$ cat config.mk
export PLATFORM = sky130hd
export DESIGN_NAME = zero_crossing_interpolator_core_flat
export DESIGN_NICKNAME = d
export VERILOG_FILES = /design/src/sv/zci_pkg.sv /design/src/sv/zci_if.sv /design/src/sv/zci_div.sv /design/src/sv/zero_crossing_interpolator_core.sv /design/src/flat_wrapper.sv
export SDC_FILE = /design/constraint.sdc
export NUM_CORES = 1
export LEC_CHECK = 0
export ABC_AREA = 1
export CORE_ASPECT_RATIO = 0.5
export CORE_MARGIN = 2
export CORE_UTILIZATION = 41
export CTS_CLUSTER_DIAMETER = 150
export CTS_CLUSTER_SIZE = 12
export DETAILED_ROUTE_END_ITERATION = 8
export DONT_BUFFER_PORTS = 1
export GPL_TIMING_DRIVEN = 0
export PLACE_DENSITY = 0.63
export SLEW_MARGIN = 10
export SYNTH_ARGS = -nofsm -noshare
export SYNTH_HDL_FRONTEND = slang
export SYNTH_SLANG_ARGS = --single-unit
$ cat constraint.sdc
create_clock -name clk -period 2.92 [get_ports clk]
set_clock_uncertainty 0.2 [all_clocks]
set_input_delay 0 -clock clk [delete_from_list [all_inputs] [get_ports clk]]
set_output_delay 0 -clock clk [all_outputs]
set_load 0.01 [all_outputs]
$ cat src/sv/zci_pkg.sv
// Shared types and constants of the zero-crossing interpolator.
package zci_pkg;

  localparam int SAMPLE_W = 16;
  localparam int MAG_W    = SAMPLE_W + 1;
  localparam int KIND_W   = 2;
  localparam int POS_W    = 24;
  localparam int FRAC_W   = 16;

  typedef enum logic [KIND_W-1:0] {
    KIND_FIRST = 2'd0,
    KIND_FALL  = 2'd1,
    KIND_RISE  = 2'd2
  } kind_t;

  typedef enum logic [1:0] {
    ST_IDLE,
    ST_DIVIDE,
    ST_HOLD
  } state_t;

  typedef struct packed {
    logic             start;
    logic [MAG_W-1:0] num;
    logic [MAG_W-1:0] den;
  } div_req_t;

endpackage

$ cat src/sv/zci_if.sv
// Valid/ready channels for input samples and crossing events.
interface zci_sample_if;
  import zci_pkg::*;
  logic                       valid;
  logic                       ready;
  logic signed [SAMPLE_W-1:0] sample;
  logic                       block_start;

  modport source (output valid, sample, block_start, input ready);
  modport sink (input valid, sample, block_start, output ready);
endinterface

interface zci_event_if;
  import zci_pkg::*;
  logic              valid;
  logic              ready;
  logic [KIND_W-1:0] crossing_kind;
  logic [POS_W-1:0]  sample_position;
  logic [FRAC_W-1:0] crossing_fraction;

  modport source (output valid, crossing_kind, sample_position, crossing_fraction,
                  input ready);
  modport sink (input valid, crossing_kind, sample_position, crossing_fraction,
                output ready);
endinterface

$ cat src/sv/zci_div.sv
// Restoring divider, one quotient bit per cycle, for the crossing fraction.
module zci_div
  import zci_pkg::*;
#(
  parameter int FRAC_BITS = 16
) (
  input  logic                 clk,
  input  logic                 rst,
  input  div_req_t             req,
  output logic                 done,
  output logic [FRAC_BITS-1:0] quotient
);

  localparam int CNT_W = $clog2(FRAC_BITS + 1);

  logic [CNT_W-1:0] cnt;
  logic [MAG_W-1:0] rem;
  logic [MAG_W-1:0] den;
  logic [MAG_W:0]   shifted;
  logic [MAG_W:0]   diff;
  logic             take;

  // Remainder stays below the divisor, so the doubled value fits one extra bit.
  assign shifted = {rem, 1'b0};
  assign diff    = shifted - {1'b0, den};
  assign take    = shifted >= {1'b0, den};

  always_ff @(posedge clk) begin
    if (rst) begin
      cnt  <= '0;
      done <= 1'b0;
    end else if (req.start) begin
      cnt  <= CNT_W'(FRAC_BITS);
      done <= 1'b0;
    end else begin
      done <= (cnt == CNT_W'(1));
      if (cnt != '0) begin
        cnt <= cnt - CNT_W'(1);
      end
    end
  end

  always_ff @(posedge clk) begin
    if (req.start) begin
      rem <= req.num;
      den <= req.den;
    end else if (cnt != '0) begin
      rem      <= take ? diff[MAG_W-1:0] : shifted[MAG_W-1:0];
      quotient <= {quotient[FRAC_BITS-2:0], take};
    end
  end

endmodule

$ cat src/sv/zero_crossing_interpolator_core.sv
// Zero-crossing detector with interpolated crossing position.
// An accepted sample that causes no event leaves the block ready again in the next
// cycle. A crossing with both neighbor samples nonzero runs the serial divider, one
// quotient bit per step, and then enters the hold state before the next sample is
// taken; a crossing onto or off an exact zero goes straight to the hold state. The
// event sits in an output register, so the next sample is accepted while it waits
// to be taken; a later crossing that finds that register still full holds the input
// until the waiting event is taken. A start word resets detection and the sample
// count and gives no event; sample_position saturates with the count.
module zero_crossing_interpolator_core
  import zci_pkg::*;
#(
  parameter int INDEX_BITS = 24,
  parameter int FRAC_BITS  = 16
) (
  input  logic  clk,
  input  logic  rst,
  zci_sample_if.sink   samples,
  zci_event_if.source  events
);

  state_t                     state;
  state_t                     state_next;
  logic signed [SAMPLE_W-1:0] prev_sample;
  logic [INDEX_BITS-1:0]      index;
  logic                       first_found;
  logic                       pol_pos;
  kind_t                      ev_kind;
  logic [POS_W-1:0]           ev_pos;
  logic                       ev_frac_zero;
  logic                       out_valid;
  kind_t                      out_kind;
  logic [POS_W-1:0]           out_pos;
  logic [FRAC_W-1:0]          out_frac;

  logic                  accept;
  logic                  y_neg;
  logic                  y_zero;
  logic                  y0_neg;
  logic                  y0_zero;
  logic [INDEX_BITS-1:0] index_next;
  logic                  hit_first;
  logic                  hit_fall;
  logic                  hit_rise;
  logic                  hit;
  kind_t                 hit_kind;
  logic [MAG_W-1:0]      mag_y;
  logic [MAG_W-1:0]      mag_y0;
  logic                  out_free;
  div_req_t              div_req;
  logic                  div_done;
  logic [FRAC_BITS-1:0]  quotient;

  assign accept   = samples.valid && samples.ready;
  assign out_free = !out_valid || events.ready;

  assign y_neg   = samples.sample[SAMPLE_W-1];
  assign y_zero  = (samples.sample == '0);
  assign y0_neg  = prev_sample[SAMPLE_W-1];
  assign y0_zero = (prev_sample == '0);

  // Hold the count at its top value once reached.
  assign index_next = (index == '1) ? index : index + INDEX_BITS'(1);

  assign hit_first = !first_found && y0_neg && !y_neg;
  assign hit_fall  = first_found && pol_pos && y_neg;
  assign hit_rise  = first_found && !pol_pos && !y_neg && !y_zero;
  assign hit       = !samples.block_start && (hit_first || hit_fall || hit_rise);

  always_comb begin
    if (hit_first) begin
      hit_kind = KIND_FIRST;
    end else if (hit_fall) begin
      hit_kind = KIND_FALL;
    end else begin
      hit_kind = KIND_RISE;
    end
  end

  assign mag_y  = y_neg ? (MAG_W'(0) - {samples.sample[SAMPLE_W-1], samples.sample})
                        : {1'b0, samples.sample};
  assign mag_y0 = y0_neg ? (MAG_W'(0) - {prev_sample[SAMPLE_W-1], prev_sample})
                         : {1'b0, prev_sample};

  assign div_req.start = accept && hit && !y_zero && !y0_zero;
  assign div_req.num   = mag_y0;
  assign div_req.den   = mag_y0 + mag_y;

  zci_div #(
    .FRAC_BITS (FRAC_BITS)
  ) u_div (
    .clk      (clk),
    .rst      (rst),
    .req      (div_req),
    .done     (div_done),
    .quotient (quotient)
  );

  // Next state
  always_comb begin
    state_next = state;
    case (state)
      ST_IDLE: begin
        if (accept && hit) begin
          state_next = (y_zero || y0_zero) ? ST_HOLD : ST_DIVIDE;
        end
      end
      ST_DIVIDE: begin
        if (div_done) begin
          state_next = ST_HOLD;
        end
      end
      ST_HOLD: begin
        if (out_free) begin
          state_next = ST_IDLE;
        end
      end
      default: state_next = ST_IDLE;
    endcase
  end

  // Outputs
  always_comb begin
    samples.ready            = 1'b0;
    case (state)
      ST_IDLE:   samples.ready = 1'b1;
      ST_DIVIDE: samples.ready = 1'b0;
      ST_HOLD:   samples.ready = 1'b0;
      default:   samples.ready = 1'b0;
    endcase
    events.valid             = out_valid;
    events.crossing_kind     = out_kind;
    events.sample_position   = out_pos;
    events.crossing_fraction = out_frac;
  end

  always_ff @(posedge clk) begin
    if (rst) begin
      state       <= ST_IDLE;
      prev_sample <= '0;
      index       <= '0;
      first_found <= 1'b0;
      pol_pos     <= 1'b0;
      out_valid   <= 1'b0;
    end else begin
      state <= state_next;
      if (accept) begin
        prev_sample <= samples.sample;
        if (samples.block_start) begin
          index       <= '0;
          first_found <= 1'b0;
          pol_pos     <= 1'b0;
        end else begin
          index <= index_next;
          if (hit) begin
            first_found <= 1'b1;
            pol_pos     <= hit_first || hit_rise;
          end
        end
      end
      if (state == ST_HOLD && out_free) begin
        out_valid <= 1'b1;
      end else if (events.ready) begin
        out_valid <= 1'b0;
      end
    end
  end

  always_ff @(posedge clk) begin
    if (accept && hit) begin
      ev_kind      <= hit_kind;
      ev_pos       <= y_zero ? POS_W'(index_next) : POS_W'(index_next - INDEX_BITS'(1));
      ev_frac_zero <= y_zero || y0_zero;
    end
    if (state == ST_HOLD && out_free) begin
      out_kind <= ev_kind;
      out_pos  <= ev_pos;
      out_frac <= ev_frac_zero ? '0 : FRAC_W'(quotient);
    end
  end

`ifndef SYNTHESIS
  a_done_in_divide: assert property (@(posedge clk) disable iff (rst)
    div_done |-> state == ST_DIVIDE)
    else $error("divider finished outside the divide state");

  a_quiet_sample: assert property (@(posedge clk) disable iff (rst)
    (accept && !hit) |=> state == ST_IDLE)
    else $error("sample without a crossing left the block busy");

  a_polarity_order: assert property (@(posedge clk) disable iff (rst)
    !first_found |-> !pol_pos)
    else $error("polarity set before the first rising crossing");
`endif

endmodule

$ cat src/flat_wrapper.sv
// flat-port wrapper written by rule: the top's interface ports become plain ports
module zero_crossing_interpolator_core_flat import zci_pkg::*;
#(
  parameter int INDEX_BITS = 24,
  parameter int FRAC_BITS  = 16
)
  (clk, rst, samples_valid, samples_sample, samples_block_start, samples_ready, events_valid, events_crossing_kind, events_sample_position, events_crossing_fraction, events_ready);
  zci_sample_if samples_i ();
  zci_event_if events_i ();
  input  logic clk;
  input  logic rst;
  input wire logic [$bits(samples_i.valid)-1:0] samples_valid;
  input wire logic [$bits(samples_i.sample)-1:0] samples_sample;
  input wire logic [$bits(samples_i.block_start)-1:0] samples_block_start;
  output wire logic [$bits(samples_i.ready)-1:0] samples_ready;
  output wire logic [$bits(events_i.valid)-1:0] events_valid;
  output wire logic [$bits(events_i.crossing_kind)-1:0] events_crossing_kind;
  output wire logic [$bits(events_i.sample_position)-1:0] events_sample_position;
  output wire logic [$bits(events_i.crossing_fraction)-1:0] events_crossing_fraction;
  input wire logic [$bits(events_i.ready)-1:0] events_ready;
  assign samples_i.valid = samples_valid;
  assign samples_i.sample = samples_sample;
  assign samples_i.block_start = samples_block_start;
  assign samples_ready = samples_i.ready;
  assign events_valid = events_i.valid;
  assign events_crossing_kind = events_i.crossing_kind;
  assign events_sample_position = events_i.sample_position;
  assign events_crossing_fraction = events_i.crossing_fraction;
  assign events_i.ready = events_ready;
  zero_crossing_interpolator_core #(.INDEX_BITS(INDEX_BITS), .FRAC_BITS(FRAC_BITS)) u_core (.clk(clk), .rst(rst), .samples(samples_i), .events(events_i));
endmodule
==> flow_metrics.tcl, run 1 <==
set metrics [dict create \
    root_buffer "clkbuf_16" \
    fin_total_pwr_mw 8.22 \
    synthCells 1172 \
    area_growth_pct 19.2 \
    die_area_mm2 0.0254 \
    cp_top_family "simple AND/OR/NAND/NOR gates" \
    synthFlopType "edfxtp_1" \
    antenna_found_initial 0 \
    vias 8105 \
    ys_seq_elements 170 \
    slew_violations 0 \
    avgViaCountPerCell 5.09 \
    htree_levels 4 \
    diodes 0 \
    place_hpwl_um 17500 \
    clk_pin_slew_worst_paths_ns 0.06 \
    crit_required_ns 2.90 \
    cp-end-kind "register" \
    dr.pass1.iters 5 \
    vdd_drop_max_uv 412 \
    track_usage_pct 19.7 \
    final_common_cell "nand2_1" \
    synth_cell_types 43 \
    placement_rows 40 \
    portBuffers 0 \
    drcViolationCount 0 \
    synth-edff-count 119 \
    synth_area_leader_cell "edfxtp_1" \
    finalCritPeriodShare_pct 101 \
    wl_per_cell_um 15.1 \
    power_frac_comb_pct 32.5 \
    power.internal_mw 5.45 \
    synth.area.top_cells "edfxtp_1 (36%), nand2_1 (11%), dfxtp_1 (10%), ha_1 (5.1%), inv_1 (4.8%)" \
    clock_path_buffers 2 \
    die_w_um 223 \
    crit_slowest_cell "ha_1" \
    overflow 0 \
    synth_top_area_share_pct 36.2 \
    coreArea_mm2 0.0238 \
    crit_type "register to register" \
    slowest_delay_ns 0.35 \
    drtIter0Drc 582 \
    synth_warnings 0 \
    die_height_um 114 \
    async_flop_share_pct 0 \
    fmax_mhz 340 \
    layout-drive-gt1-share_pct 12.1 \
    p_leak_nw 4.94 \
    placed_cell_area_mm2 0.0103 \
    final_cell_mix "nand2_1 (289), inv_1 (120), edfxtp_1 (119)" \
    crit_top_cell "nand2_2" \
    tritoncts.num_buffers 17 \
    ant_nets 0 \
    run_status "finished with violations" \
    gp_congestion 0.920 \
    clkLatencyLatePin_ns 0.44 \
    io_pins 65 \
    tritoncts "yes" \
    fin_area_mm2 0.0118 \
    worstMarginPinSlew_ns 0.679 \
    hold_path_class "input port to register" \
    multi_input_area_mm2 0.00485 \
    synth_nets 1235 \
    swShare_pct 33.7 \
    setup_slack_ns -0.0218 \
    startpoint_type "register" \
    fin_util_pct 49.3 \
    r2r_slack_ns -0.02 \
    crit_chain "inv_2 > ha_4 > inv_4 > nor2_4 > nand2_2 > o31ai_4 > xnor2_2 > ha_1 > nand2_2 > a21oi_2 > nor3_2 > nand2_2 > a21boi_2 > o21ai_2 > buf_4 > xor2_1" \
    drt_wl_total_um 24100 \
    crit_buf_inv 3 \
    rsz0062_at_grt "true" \
    p_sw_mw 2.77 \
    cap_violations 0 \
    grt_pass1_wl_um 39600 \
    slew-limit-headroom_pct 54.7 \
    start_util_pct 41.4 \
    area.sequential_mm2 0.00461 \
    synth_seq_area_share_pct 46.6 \
    power_per_cell_area_mw_per_mm2 699 \
    p_clk_share_pct 27.1 \
    critPathMaxFanout 3 \
    synth_area_mm2 0.00986 \
    fillCellCount 2204 \
    grt_pass1_vias 8032 \
    grt_start_max_net_pins 35 \
    hold_viol_final 0 \
    crit_arrival_ns 2.92 \
    violations "setup timing" \
    postSynthAreaPerCell_um2 8.41 \
    clock-sinks 170 \
    layout.nets 1327 \
    p_seq_share_pct 40.4 \
    finalCriticalPeriod_ns 2.94 \
    setup_viol 3 \
]
-- state kept, by name, indices dropped and copies added, names as in the netlist, 16 cells and up --
name and count:
u_core.u_div.rem 17, u_core.prev_sample 16, u_core.index 24, u_core.u_div.den 17, u_core.u_div.quotient 16, u_core.ev_pos 24, u_core.events.crossing_fraction 16, u_core.events.sample_position 24
-- per-layer routing --
layer	share of wire (%)	global-route usage, %	up-vias
met5	0	0	-
met4	2.0	6.93	0
met3	3.7	3.86	43
met2	48	34.1	184
met1	46	25.0	3794
li1	-	-	4084
-- power by group through the flow --
stage                     registers [mW]  logic [mW]  clock network (mW)
after global placement              3.35        2.31                   0
after floorplan                     3.30        1.87                   0
after CTS                           3.31        2.53                2.27
final                               3.32        2.67                2.23
after detailed placement            3.36        2.36                   0
after global routing                3.36        3.05                2.39
-- repair_timing --
| item | 4_1_cts | 5_1_grt |
|---|---|---|
| cloned | 1 | 0 |
| resized for setup | 27 | 40 |
| pin swaps | 6 | 22 |
| hold endpoints to repair | 75 | 0 |
| setup buffers | 6 | 19 |
| endpoints found under the setup margin | 60 | 59 |
| hold buffers | 47 | 0 |
-- metrics by stage --
step | setup slack (ns) | hold WS [ns] | instances | TNS (ns)
6_report | -0.0218 | 0.0721 | 1592 | -0.0444
5_1_grt | -0.215 | 0.0679 | 1592 | -0.708
4_1_cts | 0.0116 | 0.0350 | 1573 | 0
3_5_place_dp | -0.643 | -0.0151 | 1488 | -25.98
3_3_place_gp | -0.559 | -0.0201 | 1487 | -45.25
2_1_floorplan | 0.00571 | -0.0347 | 1172 | 0
-- worst reg2reg max path, stage by stage (launching register included) --
cell	delay, ns
dfxtp_2	0.34
inv_2	0.08
ha_4	0.14
inv_4	0.04
nor2_4	0.13
nand2_2	0.09
o31ai_4	0.26
xnor2_2	0.10
ha_1	0.35
nand2_2	0.10
a21oi_2	0.04
nor3_2	0.18
nand2_2	0.09
a21boi_2	0.18
o21ai_2	0.11
buf_4	0.14
xor2_1	0.13
-- synthesized netlist by cell type, types with 2 or more instances --
cell        n
nand2_2     6
xnor2_1    27
nor2_2     11
a21oi_1    78
a31oi_1     4
o21ai_1     6
nand4_1    17
dfxtp_1    51
nand3_1    49
nor2_1    121
a21o_1      2
buf_6       4
nand3b_1   13
clkinv_1    2
nand2_4     3
edfxtp_1  119
fa_1        2
clkbuf_1   18
nand3_2    11
o21bai_1    8
o31ai_1     5
xor2_1     47
ha_1       40
nor3_1     18
o211ai_1    4
or2_2       3
nand2_1   294
buf_2       3
inv_1     125
o21ai_0    57
nor2_4      6
inv_2       2
a21boi_0    3
nor4_1      4
-- kinds of logic after synthesis --
| logic type | Yosys count | share of synthesized area (%) |
|---|---|---|
| xor gates and xnor gates | 75 | 6.74 |
| and+or+nand+nor | 560 | 25.5 |
| adders and majority gates | 42 | 5.48 |
| AOI/OAI and AO/OA | 170 | 9.41 |
| DFF | 170 | 46.6 |
| buffers and inverters | 155 | 6.24 |
-- final timing paths --
kind / from / depth (start not counted) / end
max: u_core.prev_sample[1]$_SDFFE_PP0P_ / 16 / u_core.u_div.den[11]$_DFFE_PP_
min: samples_sample[4] / 7 / u_core.ev_frac_zero$_DFFE_PP_
max reg2reg: u_core.prev_sample[1]$_SDFFE_PP0P_ / 16 / u_core.u_div.den[11]$_DFFE_PP_
min reg2reg: u_core.ev_pos[0]$_DFFE_PP_ / 0 / u_core.events.sample_position[0]$_DFFE_PP_
-- cell type report --
cell class | count | share of cell area [%]
Multi-Input combinational cell | 847 | 41.3
Sequential cell | 170 | 39.2
Timing Repair Buffer | 73 | 5.91
Inverter | 129 | 4.20
Clock buffer | 17 | 3.62
Tap cell | 315 | 3.35
Clock inverter | 15 | 1.27
Buffer | 25 | 1.15
Timing Repair inverter | 1 | 0.0426
(Power assumes the default switching activity.)
==> run 2: changes to the inputs <==
REMOVE_ABC_BUFFERS = 1   (was unset)
==> flow_metrics.tcl, run 2 (synthesis gave the netlist of run 1 again) <==
set metrics [dict create \
    crit_arrival_ns 2.96 \
    die_w_um 223 \
    r2r_cells 12 \
    setup_slack_ns -0.0618 \
    drtIter0Drc 576 \
    dp_slack_ns -2.88 \
    startpoint_type "register" \
    critPathMaxFanout 4 \
    gr-usage-met2_pct 35.5 \
    io_pins 65 \
    grt_start_max_net_pins 43 \
    crit_required_ns 2.89 \
    drcViolationCount 0 \
    cap_violations 0 \
    start_util_pct 41.4 \
    overflow 0 \
    finalCriticalPeriod_ns 2.98 \
    root_buffer "clkbuf_16" \
    grt_pass1_vias 8091 \
    slew_violations 0 \
    vdd_drop_max_uv 398 \
    rsz0062_at_grt "true" \
    clk_pin_slew_worst_paths_ns 0.07 \
    cp_top_family "compound AO/OA/AOI/OAI gates" \
    crit_path_end "u_core.u_div.den[12]$_DFFE_PP_" \
    run_status "finished with violations" \
    place_hpwl_um 16700 \
    clock_path_buffers 2 \
    slew-limit-headroom_pct 63.2 \
    layout-drive-gt1-share_pct 16.2 \
    final_common_cell "nand2_1" \
    diodes 0 \
    antenna_found_initial 0 \
    layout.nets 1319 \
    track_usage_pct 19.7 \
    cp-end-kind "register" \
    grtUsageMet1_pct 23.3 \
    crit_type "register to register" \
    vias 8297 \
    crit_slowest_cell "xor2_1" \
    busiest_layer "met2" \
    slowest_delay_ns 0.37 \
    coreArea_mm2 0.0238 \
    cp-startpoint "u_core.prev_sample[0]$_SDFFE_PP0P_" \
    fin_util_pct 50.5 \
    critical_path_cell_count 12 \
    fin_cells 1584 \
    r2r_slack_ns -0.06 \
    clock-sinks 170 \
    hold_start "samples_sample[15]" \
    dr.pass1.iters 6 \
    p_leak_nw 5.05 \
    rr_startpoint "u_core.prev_sample[0]$_SDFFE_PP0P_" \
    finalCritPeriodShare_pct 102 \
    ant_nets 0 \
    die_height_um 114 \
    worstMarginPinSlew_ns 0.550 \
    gp_congestion 0.885 \
    gr-usage-met3_pct 4.20 \
    setup_viol 4 \
    tritoncts "yes" \
    grt_pass1_wl_um 39600 \
    hold_viol_final 0 \
    reg2reg_to "u_core.u_div.den[12]$_DFFE_PP_" \
    hold_path_class "input port to register" \
    crit_buf_inv 1 \
    clkLatencyLatePin_ns 0.44 \
    avgViaCountPerCell 5.24 \
    holdWs_ns 0.0224 \
    drt_wl_total_um 25400 \
    tritoncts.num_buffers 17 \
    violations "setup timing" \
    power_per_cell_area_mw_per_mm2 704 \
    die_area_mm2 0.0254 \
    fmax_mhz 335 \
    wl_per_cell_um 16.1 \
    area_growth_pct 21.9 \
    placement_rows 40 \
    final_cell_mix "nand2_1 (287), inv_1 (120), edfxtp_1 (119)" \
    portBuffers 0 \
    htree_levels 4 \
    dp.cells 1465 \
    crit_chain "buf_4 > nor3_4 > nand2_1 > nand2_1 > o21ai_0 > xor2_1 > ha_4 > a21oi_4 > o21ai_4 > a21boi_2 > o21ai_0 > xor2_1" \
]
run 2: through the flow:
step	total power, mW	cell area (um^2)	setup TNS, ns
floorplan	5.14	9730	-89.83
global placement	5.61	10100	-347.53
detailed placement	5.72	10200	-151.47
CTS	8.22	11600	0
global route	8.99	12000	-0.835
finish	8.46	12000	-0.129
run 2: report_power, final:
group / switching [mW] / leakage, nW / total (mW) / internal (mW)
Combinational: 1.70 / 3.21 / 2.84 / 1.14
Clock: 1.09 / 0.290 / 2.31 / 1.22
Sequential: 0.184 / 1.55 / 3.31 / 3.13
run 2: repair_timing:
item,CTS,global route
gates resized for setup,50,50
pin swaps,16,35
setup buffers,32,21
endpoints found under the hold margin,78,0
endpoints found under the setup margin,133,52
cloned,4,0
hold buffers,32,0
run 2: how the worst min path moves through the flow:
stage / depth (start not counted) / slack, ns / end
4_1_cts: 4 / 0.02 / u_core.u_div.den[12]$_DFFE_PP_
5_1_grt: 3 / 0.03 / u_core.ev_kind[0]$_SDFFCE_PP0P_
6_report: 3 / 0.02 / u_core.ev_kind[0]$_SDFFCE_PP0P_
3_3_place_gp: 1 / -0.13 / u_core.index[1]$_SDFFE_PP0P_
3_5_place_dp: 1 / -0.12 / u_core.index[1]$_SDFFE_PP0P_
2_1_floorplan: 1 / -0.13 / u_core.events.valid$_SDFFE_PP0P_
run 2: layer usage:
| layer | up-vias | share of wire, % | wire length (um) |
|---|---|---|---|
| met5 | - | 0 | 0 |
| met2 | 240 | 50 | 12800 |
| li1 | 4072 | - | - |
| met4 | 0 | 2.9 | 737 |
| met1 | 3917 | 42 | 10700 |
| met3 | 68 | 4.7 | 1190 |
run 2: worst reg2reg max path, cell delays in order (launching register included):
cell,delay (ns)
dfxtp_2,0.35
buf_4,0.15
nor3_4,0.21
nand2_1,0.09
nand2_1,0.12
o21ai_0,0.12
xor2_1,0.37
ha_4,0.30
a21oi_4,0.16
o21ai_4,0.10
a21boi_2,0.22
o21ai_0,0.16
xor2_1,0.17
run 2: layout make-up:
type / instances / area, um^2
Clock inverter: 15 / 174
Tap cell: 315 / 394
Inverter: 129 / 495
Fill cell: 2145 / 11800
Sequential cell: 170 / 4610
Timing Repair inverter: 1 / 7.51
Multi-Input combinational cell: 850 / 5120
Timing Repair Buffer: 87 / 801
Clock buffer: 17 / 425
